File: src/rtl/mtsr_pkg.sv
// mtsr_pkg: shared types, widths and constants of the multitouch slot tracker
// no dependencies; imported by every module of the block
package mtsr_pkg;

    // slot table
    localparam int SLOTS   = 10;
    localparam int SLOT_W  = 4;
    localparam int CNT_W   = 5;

    // input fields
    localparam int CMD_W   = 3;
    localparam int VAL_W   = 32;
    localparam int SEC_W   = 16;
    localparam int USEC_W  = 20;
    localparam int IN_TDATA_W = 72;

    // result fields
    localparam int COORD_W = 16;
    localparam int SCAN_W  = 16;
    localparam int OUT_TDATA_W = 64;
    localparam int OUT_PAD_W   = OUT_TDATA_W - (SLOT_W + 2 * COORD_W + CNT_W + SCAN_W);

    // usec / 100 as multiply by reciprocal, exact for all 20-bit inputs
    localparam int USEC_RECIP_W = 21;
    localparam logic [USEC_RECIP_W-1:0] USEC_RECIP = 21'd1342178;
    localparam int USEC_SHIFT = 27;
    localparam int USEC_QUO_W = 14;
    localparam logic [SEC_W-1:0] TICKS_PER_SEC = 16'd10000;

    // queue between front and back
    localparam int QDEPTH = 4;
    localparam int QPTR_W = 2;

    typedef enum logic [CMD_W-1:0] {
        CMD_SELECT = 3'd0,
        CMD_TRACK  = 3'd1,
        CMD_POS_X  = 3'd2,
        CMD_POS_Y  = 3'd3,
        CMD_SYNC   = 3'd4
    } t_cmd;

    typedef enum logic {
        BK_IDLE,
        BK_SCAN
    } t_back_state;

    // one classified operation as it travels through the queue
    typedef struct packed {
        t_cmd               op;
        logic               flag;   // select: slot in range, track: contact active
        logic [COORD_W-1:0] data;   // low bits of the event value
        logic [SCAN_W-1:0]  scan;
    } t_op_entry;

    typedef struct packed {
        logic               tip;
        logic [SLOT_W-1:0]  id;
        logic [COORD_W-1:0] x;
        logic [COORD_W-1:0] y;
        logic [CNT_W-1:0]   count;
        logic [SCAN_W-1:0]  scan;
        logic               last;
    } t_report;

endpackage

File: src/rtl/mtsr_front.sv
// mtsr_front: accepts input words, classifies commands, computes scan time
// depends on mtsr_pkg
module mtsr_front (
    input  logic                            i_clk,
    input  logic                            i_rst_n,
    input  logic                            s_axis_tvalid,
    output logic                            s_axis_tready,
    input  logic [mtsr_pkg::IN_TDATA_W-1:0] s_axis_tdata,
    input  logic [mtsr_pkg::CMD_W-1:0]      s_axis_tuser,
    output logic                            o_push_valid,
    input  logic                            i_push_ready,
    output mtsr_pkg::t_op_entry             o_push_entry
);
    import mtsr_pkg::*;

    logic [VAL_W-1:0]  value;
    logic [SEC_W-1:0]  sec;
    logic [USEC_W-1:0] usec;
    logic              accept;
    logic              keep;
    logic              flag;
    logic [USEC_W+USEC_RECIP_W-1:0] usec_prod;
    logic [SEC_W-1:0]  sec_ticks;

    logic                  r_stg_valid;
    t_cmd                  r_stg_op;
    logic                  r_stg_flag;
    logic [COORD_W-1:0]    r_stg_data;
    logic [USEC_QUO_W-1:0] r_stg_quo;
    logic [SEC_W-1:0]      r_stg_sec;

    assign value  = s_axis_tdata[VAL_W-1:0];
    assign sec    = s_axis_tdata[VAL_W +: SEC_W];
    assign usec   = s_axis_tdata[VAL_W+SEC_W +: USEC_W];
    assign accept = s_axis_tvalid && s_axis_tready;
    assign s_axis_tready = !r_stg_valid || i_push_ready;

    // command decode; codes above sync are dropped here
    always_comb begin
        keep = 1'b1;
        flag = 1'b0;
        unique case (s_axis_tuser) inside
            CMD_SELECT: flag = !value[VAL_W-1] && (value < VAL_W'(SLOTS));
            CMD_TRACK:  flag = (value != '1);
            CMD_POS_X, CMD_POS_Y, CMD_SYNC: flag = 1'b0;
            default:    keep = 1'b0;
        endcase
    end

    assign usec_prod = usec * USEC_RECIP;
    assign sec_ticks = sec * TICKS_PER_SEC;  // wraps mod 2^16

    always_ff @(posedge i_clk) begin
        if (!i_rst_n) begin
            r_stg_valid <= 1'b0;
        end else if (accept) begin
            r_stg_valid <= keep;
        end else if (i_push_ready) begin
            r_stg_valid <= 1'b0;
        end
    end

    always_ff @(posedge i_clk) begin
        if (accept) begin
            r_stg_op   <= t_cmd'(s_axis_tuser);
            r_stg_flag <= flag;
            r_stg_data <= value[COORD_W-1:0];
            r_stg_quo  <= usec_prod[USEC_SHIFT +: USEC_QUO_W];
            r_stg_sec  <= sec_ticks;
        end
    end

    assign o_push_valid      = r_stg_valid;
    assign o_push_entry.op   = r_stg_op;
    assign o_push_entry.flag = r_stg_flag;
    assign o_push_entry.data = r_stg_data;
    assign o_push_entry.scan = r_stg_sec + SCAN_W'(r_stg_quo);

endmodule

File: src/rtl/mtsr_queue.sv
// mtsr_queue: short fifo of classified operations between front and back
// depends on mtsr_pkg
module mtsr_queue (
    input  logic                i_clk,
    input  logic                i_rst_n,
    input  logic                i_push_valid,
    output logic                o_push_ready,
    input  mtsr_pkg::t_op_entry i_push_entry,
    output logic                o_pop_valid,
    input  logic                i_pop_ready,
    output mtsr_pkg::t_op_entry o_pop_entry
);
    import mtsr_pkg::*;

    t_op_entry         r_mem [QDEPTH];
    logic [QPTR_W-1:0] r_wr_ptr;
    logic [QPTR_W-1:0] r_rd_ptr;
    logic [QPTR_W:0]   r_count;
    logic              push;
    logic              pop;

    assign o_push_ready = (r_count != (QPTR_W+1)'(QDEPTH));
    assign o_pop_valid  = (r_count != '0);
    assign push = i_push_valid && o_push_ready;
    assign pop  = o_pop_valid && i_pop_ready;
    assign o_pop_entry = r_mem[r_rd_ptr];

    always_ff @(posedge i_clk) begin
        if (!i_rst_n) begin
            r_wr_ptr <= '0;
            r_rd_ptr <= '0;
            r_count  <= '0;
        end else begin
            if (push) begin
                r_wr_ptr <= r_wr_ptr + 1'b1;
            end
            if (pop) begin
                r_rd_ptr <= r_rd_ptr + 1'b1;
            end
            if (push && !pop) begin
                r_count <= r_count + 1'b1;
            end else if (pop && !push) begin
                r_count <= r_count - 1'b1;
            end
        end
    end

    always_ff @(posedge i_clk) begin
        if (push) begin
            r_mem[r_wr_ptr] <= i_push_entry;
        end
    end

endmodule

File: src/rtl/mtsr_back.sv
// mtsr_back: slot table, sync scan sequencer and report output register
// depends on mtsr_pkg
module mtsr_back (
    input  logic                i_clk,
    input  logic                i_rst_n,
    input  logic                i_pop_valid,
    output logic                o_pop_ready,
    input  mtsr_pkg::t_op_entry i_pop_entry,
    output logic                o_rep_valid,
    input  logic                i_rep_ready,
    output mtsr_pkg::t_report   o_report
);
    import mtsr_pkg::*;

    t_back_state        r_state;
    t_back_state        n_state;
    logic [SLOTS-1:0]   r_active;
    logic [SLOTS-1:0]   r_sent;
    logic [COORD_W-1:0] r_x [SLOTS];
    logic [COORD_W-1:0] r_y [SLOTS];
    logic [SLOT_W-1:0]  r_sel;
    logic               r_sel_ok;
    logic [SLOTS-1:0]   r_pend;
    logic [CNT_W-1:0]   r_count;
    logic [SCAN_W-1:0]  r_scan;
    t_report            r_out;
    logic               r_out_valid;

    logic               pop;
    logic               emit;
    logic               load_ok;
    logic [SLOTS-1:0]   pend_now;
    logic [SLOTS-1:0]   pend_rest;
    logic [SLOT_W-1:0]  first;
    logic [CNT_W-1:0]   cnt;

    assign pend_now = r_active | ~r_sent;
    assign load_ok  = !r_out_valid || i_rep_ready;

    // lowest pending slot
    always_comb begin
        first = '0;
        for (int i = SLOTS - 1; i >= 0; i--) begin
            if (r_pend[i]) begin
                first = SLOT_W'(i);
            end
        end
    end

    assign pend_rest = r_pend & ~(SLOTS'(1) << first);

    always_comb begin
        cnt = '0;
        for (int i = 0; i < SLOTS; i++) begin
            cnt = cnt + CNT_W'(pend_now[i]);
        end
    end

    // next state
    always_comb begin
        n_state = r_state;
        unique case (r_state)
            BK_IDLE: begin
                if (i_pop_valid && i_pop_entry.op == CMD_SYNC && pend_now != '0) begin
                    n_state = BK_SCAN;
                end
            end
            BK_SCAN: begin
                if (load_ok && pend_rest == '0) begin
                    n_state = BK_IDLE;
                end
            end
            default: n_state = BK_IDLE;
        endcase
    end

    // outputs of the sequencer
    always_comb begin
        o_pop_ready = 1'b0;
        emit        = 1'b0;
        unique case (r_state)
            BK_IDLE: o_pop_ready = 1'b1;
            BK_SCAN: emit = load_ok;
            default: o_pop_ready = 1'b0;
        endcase
    end

    assign pop = i_pop_valid && o_pop_ready;

    always_ff @(posedge i_clk) begin
        if (!i_rst_n) begin
            r_state     <= BK_IDLE;
            r_active    <= '0;
            r_sent      <= '0;
            r_sel       <= '0;
            r_sel_ok    <= 1'b1;
            r_out_valid <= 1'b0;
            for (int i = 0; i < SLOTS; i++) begin
                r_x[i] <= '0;
                r_y[i] <= '0;
            end
        end else begin
            r_state <= n_state;
            if (pop) begin
                case (i_pop_entry.op)
                    CMD_SELECT: begin
                        r_sel_ok <= i_pop_entry.flag;
                        if (i_pop_entry.flag) begin
                            r_sel <= i_pop_entry.data[SLOT_W-1:0];
                        end
                    end
                    CMD_TRACK: begin
                        if (r_sel_ok) begin
                            r_active[r_sel] <= i_pop_entry.flag;
                        end
                    end
                    CMD_POS_X: begin
                        if (r_sel_ok) begin
                            r_x[r_sel] <= i_pop_entry.data;
                        end
                    end
                    CMD_POS_Y: begin
                        if (r_sel_ok) begin
                            r_y[r_sel] <= i_pop_entry.data;
                        end
                    end
                    CMD_SYNC: r_sent <= ~r_active;
                    default: ;
                endcase
            end
            if (emit) begin
                r_out_valid <= 1'b1;
            end else if (i_rep_ready) begin
                r_out_valid <= 1'b0;
            end
        end
    end

    // scan context and report payload
    always_ff @(posedge i_clk) begin
        if (pop && i_pop_entry.op == CMD_SYNC) begin
            r_pend  <= pend_now;
            r_count <= cnt;
            r_scan  <= i_pop_entry.scan;
        end else if (emit) begin
            r_pend <= pend_rest;
        end
        if (emit) begin
            r_out.tip   <= r_active[first];
            r_out.id    <= first;
            r_out.x     <= r_x[first];
            r_out.y     <= r_y[first];
            r_out.count <= r_count;
            r_out.scan  <= r_scan;
            r_out.last  <= (pend_rest == '0);
        end
    end

    assign o_rep_valid = r_out_valid;
    assign o_report    = r_out;

endmodule

File: src/rtl/multitouch_slots_to_touch_reports_core.sv
// multitouch_slots_to_touch_reports_core: slot-based touch events in, touch reports out
// depends on mtsr_pkg, mtsr_front, mtsr_queue, mtsr_back
//
// flow: an event word is registered in the front stage before it enters the queue; the
//   back end takes slot, position and tracking words while idle, and a sync scans out n
//   reports, n being the reports it sends (0 to 10), the first report loaded into the
//   output register from the scan state that the sync enters when it leaves the queue
// throughput: one report per cycle while the sink is ready; the front keeps taking
//   words into a four-entry queue while the back end scans a sync
// reset: synchronous active low; clears slot table, selection to slot 0, queue and
//   output register, with no clearing pass
module multitouch_slots_to_touch_reports_core (
    input  logic                             i_clk,
    input  logic                             i_rst_n,
    // input stream
    input  logic                             s_axis_tvalid,
    output logic                             s_axis_tready,
    // tdata: event_value[31:0], time_seconds[47:32], time_microseconds[67:48], zero pad
    input  logic [mtsr_pkg::IN_TDATA_W-1:0]  s_axis_tdata,
    // tuser: command[2:0]
    input  logic [mtsr_pkg::CMD_W-1:0]       s_axis_tuser,
    // report stream
    output logic                             m_axis_tvalid,
    input  logic                             m_axis_tready,
    // tdata: contact_id[3:0], x_position[19:4], y_position[35:20],
    //        contact_count[40:36], scan_time[56:41], zero pad
    output logic [mtsr_pkg::OUT_TDATA_W-1:0] m_axis_tdata,
    // tuser: tip_switch
    output logic                             m_axis_tuser,
    // tlast: last report of the sync
    output logic                             m_axis_tlast
);
    import mtsr_pkg::*;

    // front to queue
    logic      push_valid;
    logic      push_ready;
    t_op_entry push_entry;

    // queue to back end
    logic      pop_valid;
    logic      pop_ready;
    t_op_entry pop_entry;

    t_report   report;

    // decode and scan time arithmetic
    mtsr_front u_front (
        .i_clk         (i_clk),
        .i_rst_n       (i_rst_n),
        .s_axis_tvalid (s_axis_tvalid),
        .s_axis_tready (s_axis_tready),
        .s_axis_tdata  (s_axis_tdata),
        .s_axis_tuser  (s_axis_tuser),
        .o_push_valid  (push_valid),
        .i_push_ready  (push_ready),
        .o_push_entry  (push_entry)
    );

    // decouples event intake from the sync scan
    mtsr_queue u_queue (
        .i_clk        (i_clk),
        .i_rst_n      (i_rst_n),
        .i_push_valid (push_valid),
        .o_push_ready (push_ready),
        .i_push_entry (push_entry),
        .o_pop_valid  (pop_valid),
        .i_pop_ready  (pop_ready),
        .o_pop_entry  (pop_entry)
    );

    // slot table updates and report generation
    mtsr_back u_back (
        .i_clk       (i_clk),
        .i_rst_n     (i_rst_n),
        .i_pop_valid (pop_valid),
        .o_pop_ready (pop_ready),
        .i_pop_entry (pop_entry),
        .o_rep_valid (m_axis_tvalid),
        .i_rep_ready (m_axis_tready),
        .o_report    (report)
    );

    // pack report fields, lowest field first
    assign m_axis_tdata = {{OUT_PAD_W{1'b0}}, report.scan, report.count,
                           report.y, report.x, report.id};
    assign m_axis_tuser = report.tip;
    assign m_axis_tlast = report.last;

endmodule

File: config.mk
export PLATFORM = sky130hd
export DESIGN_NAME = multitouch_slots_to_touch_reports_core
export DESIGN_NICKNAME = d
export VERILOG_FILES = /design/src/rtl/mtsr_pkg.sv /design/src/rtl/mtsr_front.sv /design/src/rtl/mtsr_queue.sv /design/src/rtl/mtsr_back.sv /design/src/rtl/multitouch_slots_to_touch_reports_core.sv
export SDC_FILE = /design/constraint.sdc
export NUM_CORES = 1
export LEC_CHECK = 0
export ABC_AREA = 1
export ABC_CLOCK_PERIOD_IN_PS = 8200
export BUFFER_PORTS_ARGS = -buffer_cell sky130_fd_sc_hd__clkbuf_2
export CAP_MARGIN = 20
export CORE_MARGIN = 4
export CORE_UTILIZATION = 50
export DETAILED_ROUTE_END_ITERATION = 10
export PLACE_DENSITY = 0.67
export SLEW_MARGIN = 20
export SYNTH_ARGS = -nofsm -noshare
export SYNTH_HDL_FRONTEND = slang
export SYNTH_SLANG_ARGS = --single-unit
File: constraint.sdc
create_clock -name i_clk -period 8.2 [get_ports i_clk]
set_input_delay 0.41 -clock i_clk [delete_from_list [all_inputs] [get_ports i_clk]]
set_output_delay 0.41 -clock i_clk [all_outputs]
set_load 0.01 [all_outputs]
* Yosys cells after proc, flatten, opt, wreduce, memory -nomap -nowiden *
Memories as Yosys holds them, arrays and structs flattened. A register that Yosys moved wholly into a read port is not among the register bits.
Index checks and enable logic that the tools add are counted.

word-level totals
  register bits = 139
  memory bits (writable) = 464
  logic and storage cells = 147
  memories = 3

operators by class
  $add $sub $neg = 14
  multipliers = 2
  $lt $le $gt $ge = 4
  eq/ne operators = 10
  shift-type cells = 1
  muxes and demuxes = 50
  bitwise logic cells = 6
  reductions and logical operators = 34

memory list
  memory         depth  bits a word  rd ports  clocked after Yosys merged registers in  wr ports  line              RTL
  u_back.r_x     10     16           1         1                                        10        mtsr_back.sv:19   logic [COORD_W-1:0] r_x [SLOTS];
  u_back.r_y     10     16           1         1                                        10        mtsr_back.sv:20   logic [COORD_W-1:0] r_y [SLOTS];
  u_queue.r_mem  4      36           1         1                                        1         mtsr_queue.sv:15  t_op_entry r_mem [QDEPTH];

operators with widths
  operator                  count
  $mux W4                   12
  $add A5 B1 Y5             8
  $mul A20 B20 Y40 const B  1
  $lt A32 B4 Y1 const B     1
  $mux W16                  2
  $ne A32 B32 Y1 const B    1
  $reduce_or A16 Y1         2
  $not A10 Y10              3
  $mux W1                   25
  $mux W10                  2
  $add A16 B14 Y16          1
  $mul A16 B10 Y12 const B  1
  $eq A3 B2 Y1 const B      4
  $logic_and A1 B1 Y1       11
  $and A10 B10 Y10          1
  $bwmux W10                1
  $logic_not A10 Y1         1
  $lt A4 B5 Y1 const B      2
  $or A10 B10 Y10           1
  $reduce_bool A10 Y1       1
  $shl A1 B4 Y10 const A    1
  $reduce_bool A2 Y1        4
  $eq A3 B1 Y1 const B      2
  $eq A3 B3 Y1 const B      2
  19 further kinds          31

* Depth between registers and ports, before layout *
  depth in word-level cells = 17
  gate-level depth with buffers = 25
  gate-level depth less buffers = 25

* By module *
A second synthesis with hierarchy kept.

unflattened totals
  cell total of the unflattened synthesis = 3529
  area, all modules = 37896.3 µm²

modules (own cells, without submodules)
  module                                  instances  cells each  area an instance (µm²)  seq. area each (µm²)
  mtsr_back                               1          1870        20803.7                 14714.1
  mtsr_front                              1          1235        11138.2                 1401.3
  mtsr_queue                              1          416         5898.2                  4504.3
  multitouch_slots_to_touch_reports_core  1          8           56.3                    0.0

* Worst setup path before layout *
No wires, ideal clock.

  kind = input to register
  start point = input s_axis_tdata[50] in the netlist's numbering
  end point = register u_front.r_stg_quo[2] (data pin)
  setup time = 0.259 ns
  arrival = 4.997 ns
  required time = 7.941 ns
  setup slack = 2.944 ns
  stages = 23
  path buffers = 0
  path through = inv_1 -> fa_1 -> inv_1 -> ha_1 -> inv_1 -> fa_1 -> fa_1 -> inv_1 -> fa_1 -> fa_1 -> inv_1 -> fa_1 -> inv_1 -> ha_1 -> a21oi_1 -> o21ai_0 -> nand2_1 -> nand2_1 -> a21oi_1 -> o21ai_0 -> nand2_1 -> nand2_1 -> xor2_1

on the way
  longest elaborated chain between the ends = 1

RTL lines
  what                       line                                          RTL
  start, declared            multitouch_slots_to_touch_reports_core.sv:19  input logic [mtsr_pkg::IN_TDATA_W-1:0] s_axis_tdata,
  $mul A20 B20 Y40           mtsr_front.sv:50                              assign usec_prod = usec * USEC_RECIP;
  via u_front.usec_prod[29]  mtsr_front.sv:22                              logic [USEC_W+USEC_RECIP_W-1:0] usec_prod;
  end signal, assigned       mtsr_front.sv:68                              r_stg_quo <= usec_prod[USEC_SHIFT +: USEC_QUO_W];
  end, declared              mtsr_front.sv:29                              logic [USEC_QUO_W-1:0] r_stg_quo;

The timed path passes the listed nets, and every way through them passes these cells.
A chain may end at the register's enable or synchronous reset.

* Worst setup path in the final report *
  start point = input s_axis_tdata[54] in the netlist's numbering
  end point = register u_front.r_stg_quo[2] (data pin)

Same word-level chain as after synthesis.

==> metrics.txt <==
Row Count=99; PD cells=390.4 mW/mm²; Final Hold Vio Count=0; yosys warns=0; share of cells above drive strength 1=10.03%; dpl hpwl=57680 µm; number of port buffers=130; synth top area cells=edfxtp_1 53%, ha_1 8.9%, fa_1 8.7%; GP Congestion=0.8563; worst vdd ir=0.4621 mV; number of max-cap violations=0; Post-route DRC=0; Initial Utilization=50.70%; die area=0.07879 mm²; commonest cells after routing, fill and taps aside=671 x nand2_1, 662 x edfxtp_1, 427 x nor2_1; most common cell after layout, fill and taps aside=nand2_1; largest net degree at the start of global routing=73; TNS Setup=0 ns; sequential share of the synthesized area=55.46%; CTS tree=built; Synth Instances=3373; htree depth=3; grt ovf=0; worst path cell trace=clkbuf_2, ha_1, inv_1, fa_1, inv_1, ha_1, fa_1, inv_1, fa_1, inv_1, fa_1, fa_1, ha_1, a21oi_1, nand2_1, a21o_1, nor2_1, nand2_1, a21oi_1, o21ai_0, nand2_1, nand2_1, xor2_1; R2R cell count=8; most used cell along the critical path=fa_1; Clock Latency Late Sink=0.63 ns; I/O pin total=147; Nets=4005; synthesized cell area=0.03718 mm²; f_max=183.0 MHz; Least-Margin Pin Slew=1.102 ns; CP Max Fanout=8; slowest stage delay, CP=0.59 ns; fin cells=4512; cts bufs inserted=72; final setup vio count=0; clk slew on worst S/H paths=0.06 ns; dpl cells=4378; routed vias=24.52k; EDFF count, synth=662; core area=0.07333 mm²; Total Wirelength=87550 µm; Filler Cell Count=6251; minimum clock period=5.464 ns; ys async rst share=0%; crit path DAT=5.84 ns; DR pass1 iterations=5; Worst Setup Start Kind=primary input; endpoint class of the critical path=register; Die W=280.7 µm; first-pass GRT wire length=134900 µm; Slowest-stage cell, CP=fa_1; FF+latch count, synth=699; initial antenna violation count=5; Final ANT Viol Nets=0; status=finished, final reports clean; Worst Clk Skew=0.02699 ns; Layout area overhead=10.32%; Total GRT Usage=22.27%; cell family with most CP delay=adder cells; Worst Hold Class=in2reg; drt wl/cell=19.40 µm; Synth top area share=53.46%; Final Cycle Share=66.64%; leak pwr=16.77 nW; vias in the first global route=24.45k; number of DRC markers in iteration 0=1829; critical path type=in2reg; DR vias/cell=5.434; Clock Path Buffers=3; Die Ht=280.7 µm; Root Buffer=clkbuf_16; Yosys top cell by area=edfxtp_1; RSZ-0062 raised after global routing=no; clock sink count=699; Crit path buffers/inverters=5; hold path depth=1; Worst path depth=23; Main synth FF type=edfxtp_1; Avg Inst Size Synth=11.02 µm²; Max Transition Viols Final=0; post-synth cell types=50; Data required, critical path=8.58 ns; relative slew slack=26.33%
[cells in the mapped netlist (all sizes together), types with 26 or more instances]
library cell,number
a21oi,89
buf,66
clkbuf,58
dfxtp,37
edfxtp,662
fa,162
ha,263
inv,438
nand2,676
nand3,61
nand4,118
nor2,466
o21ai,132
o22ai,31
xor2,26
[per-layer routing]
layer  track usage (%)  vias to the layer above  share of wire [%]
met2             39.68                      771                 51
met5                 0                        -              0.015
li1                  -                    11550                  -
met1             27.70                    12030                 39
met4             7.926                        2                3.2
met3             3.456                      169                6.1
[path summary, 6_finish.rpt]
kind / endpoint / slack, ns / start
worst max-delay path: u_front.r_stg_quo[2] / 2.74 / s_axis_tdata[54]
worst min register to register: u_back.o_report[16] / 0.41 / u_back.r_scan[15]
worst min-delay path: u_front.r_stg_data[6] / 0.03 / s_axis_tdata[6]
worst max register to register: u_back.r_y[2][11] / 4.05 / register
[power by group]
part / internal [W] / total, W / switching, W
clock network: 0.00167 / 0.00303 / 0.00137
logic: 0.00272 / 0.00817 / 0.00545
registers: 0.00464 / 0.00481 / 0.000174
total: 0.00903 / 0.0160 / 0.00699
[cells by family (layout without fill, tap and decap cells)]
| group | count (synthesis) | after routing | share of synthesized area (%) |
|---|---|---|---|
| fa+ha+maj | 425 | 425 | 17.57 |
| other cells | 1 | 11 | 0.01009 |
| compound gates | 297 | 297 | 4.523 |
| buf+inv | 566 | 736 | 6.098 |
| flops | 699 | 699 | 55.46 |
| xor+xnor | 40 | 40 | 0.9422 |
| simple gates | 1345 | 1345 | 15.40 |
[per-stage QoR]
stage                     instance area [µm²]  hold WS [ns]  util (%)  total power (W)  worst slack (ns)
after CTS                               41010      0.007257     55.93          0.01613             2.777
after detailed placement                38770        0.4045     52.88          0.01306             2.100
after floorplan                         37210        0.4003         -          0.01071             2.944
after global placement                  38770        0.4025     52.87          0.01297             2.093
after global routing                    41020       0.02167     55.94          0.01729             2.493
final                                   41020       0.03457     55.94          0.01601             2.736
[final cells by class]
type / instances / area (µm²) / area share [%]
flip-flops and latches: 699 / 20620 / 50.27
multi-input cells: 2115 / 14390 / 35.09
clock buffers: 87 / 1858 / 4.530
inverters: 442 / 1663 / 4.054
well taps: 959 / 1200 / 2.925
repair buffers: 171 / 978.4 / 2.385
clock inverters: 36 / 300.3 / 0.7320
diodes: 3 / 7.507 / 0.01830
[registers in the layout, summed over array words and instances (netlist names), 2 cells and up, named ones only]
name,count
u_back.r_active,10
u_back.r_sent,10
u_queue.r_rd_ptr,2
u_front.r_stg_quo,14
u_queue.r_mem,144
u_back.o_report,58
u_back.r_pend,10
u_front.r_stg_data,16
u_back.r_count,4
u_queue.r_wr_ptr,2
u_front.r_stg_op,3
u_back.r_y,192
u_queue.r_count,3
u_front.r_stg_sec,12
u_back.r_scan,16
u_back.r_x,192
u_back.r_sel,4
[what timing repair did]
item,4_1_cts,5_1_grt
hold buffers,8,0
gates resized for setup,0,0
hold endpoints to repair,8,0
buffers inserted,0,0
Power figures use the tool's default switching activity.
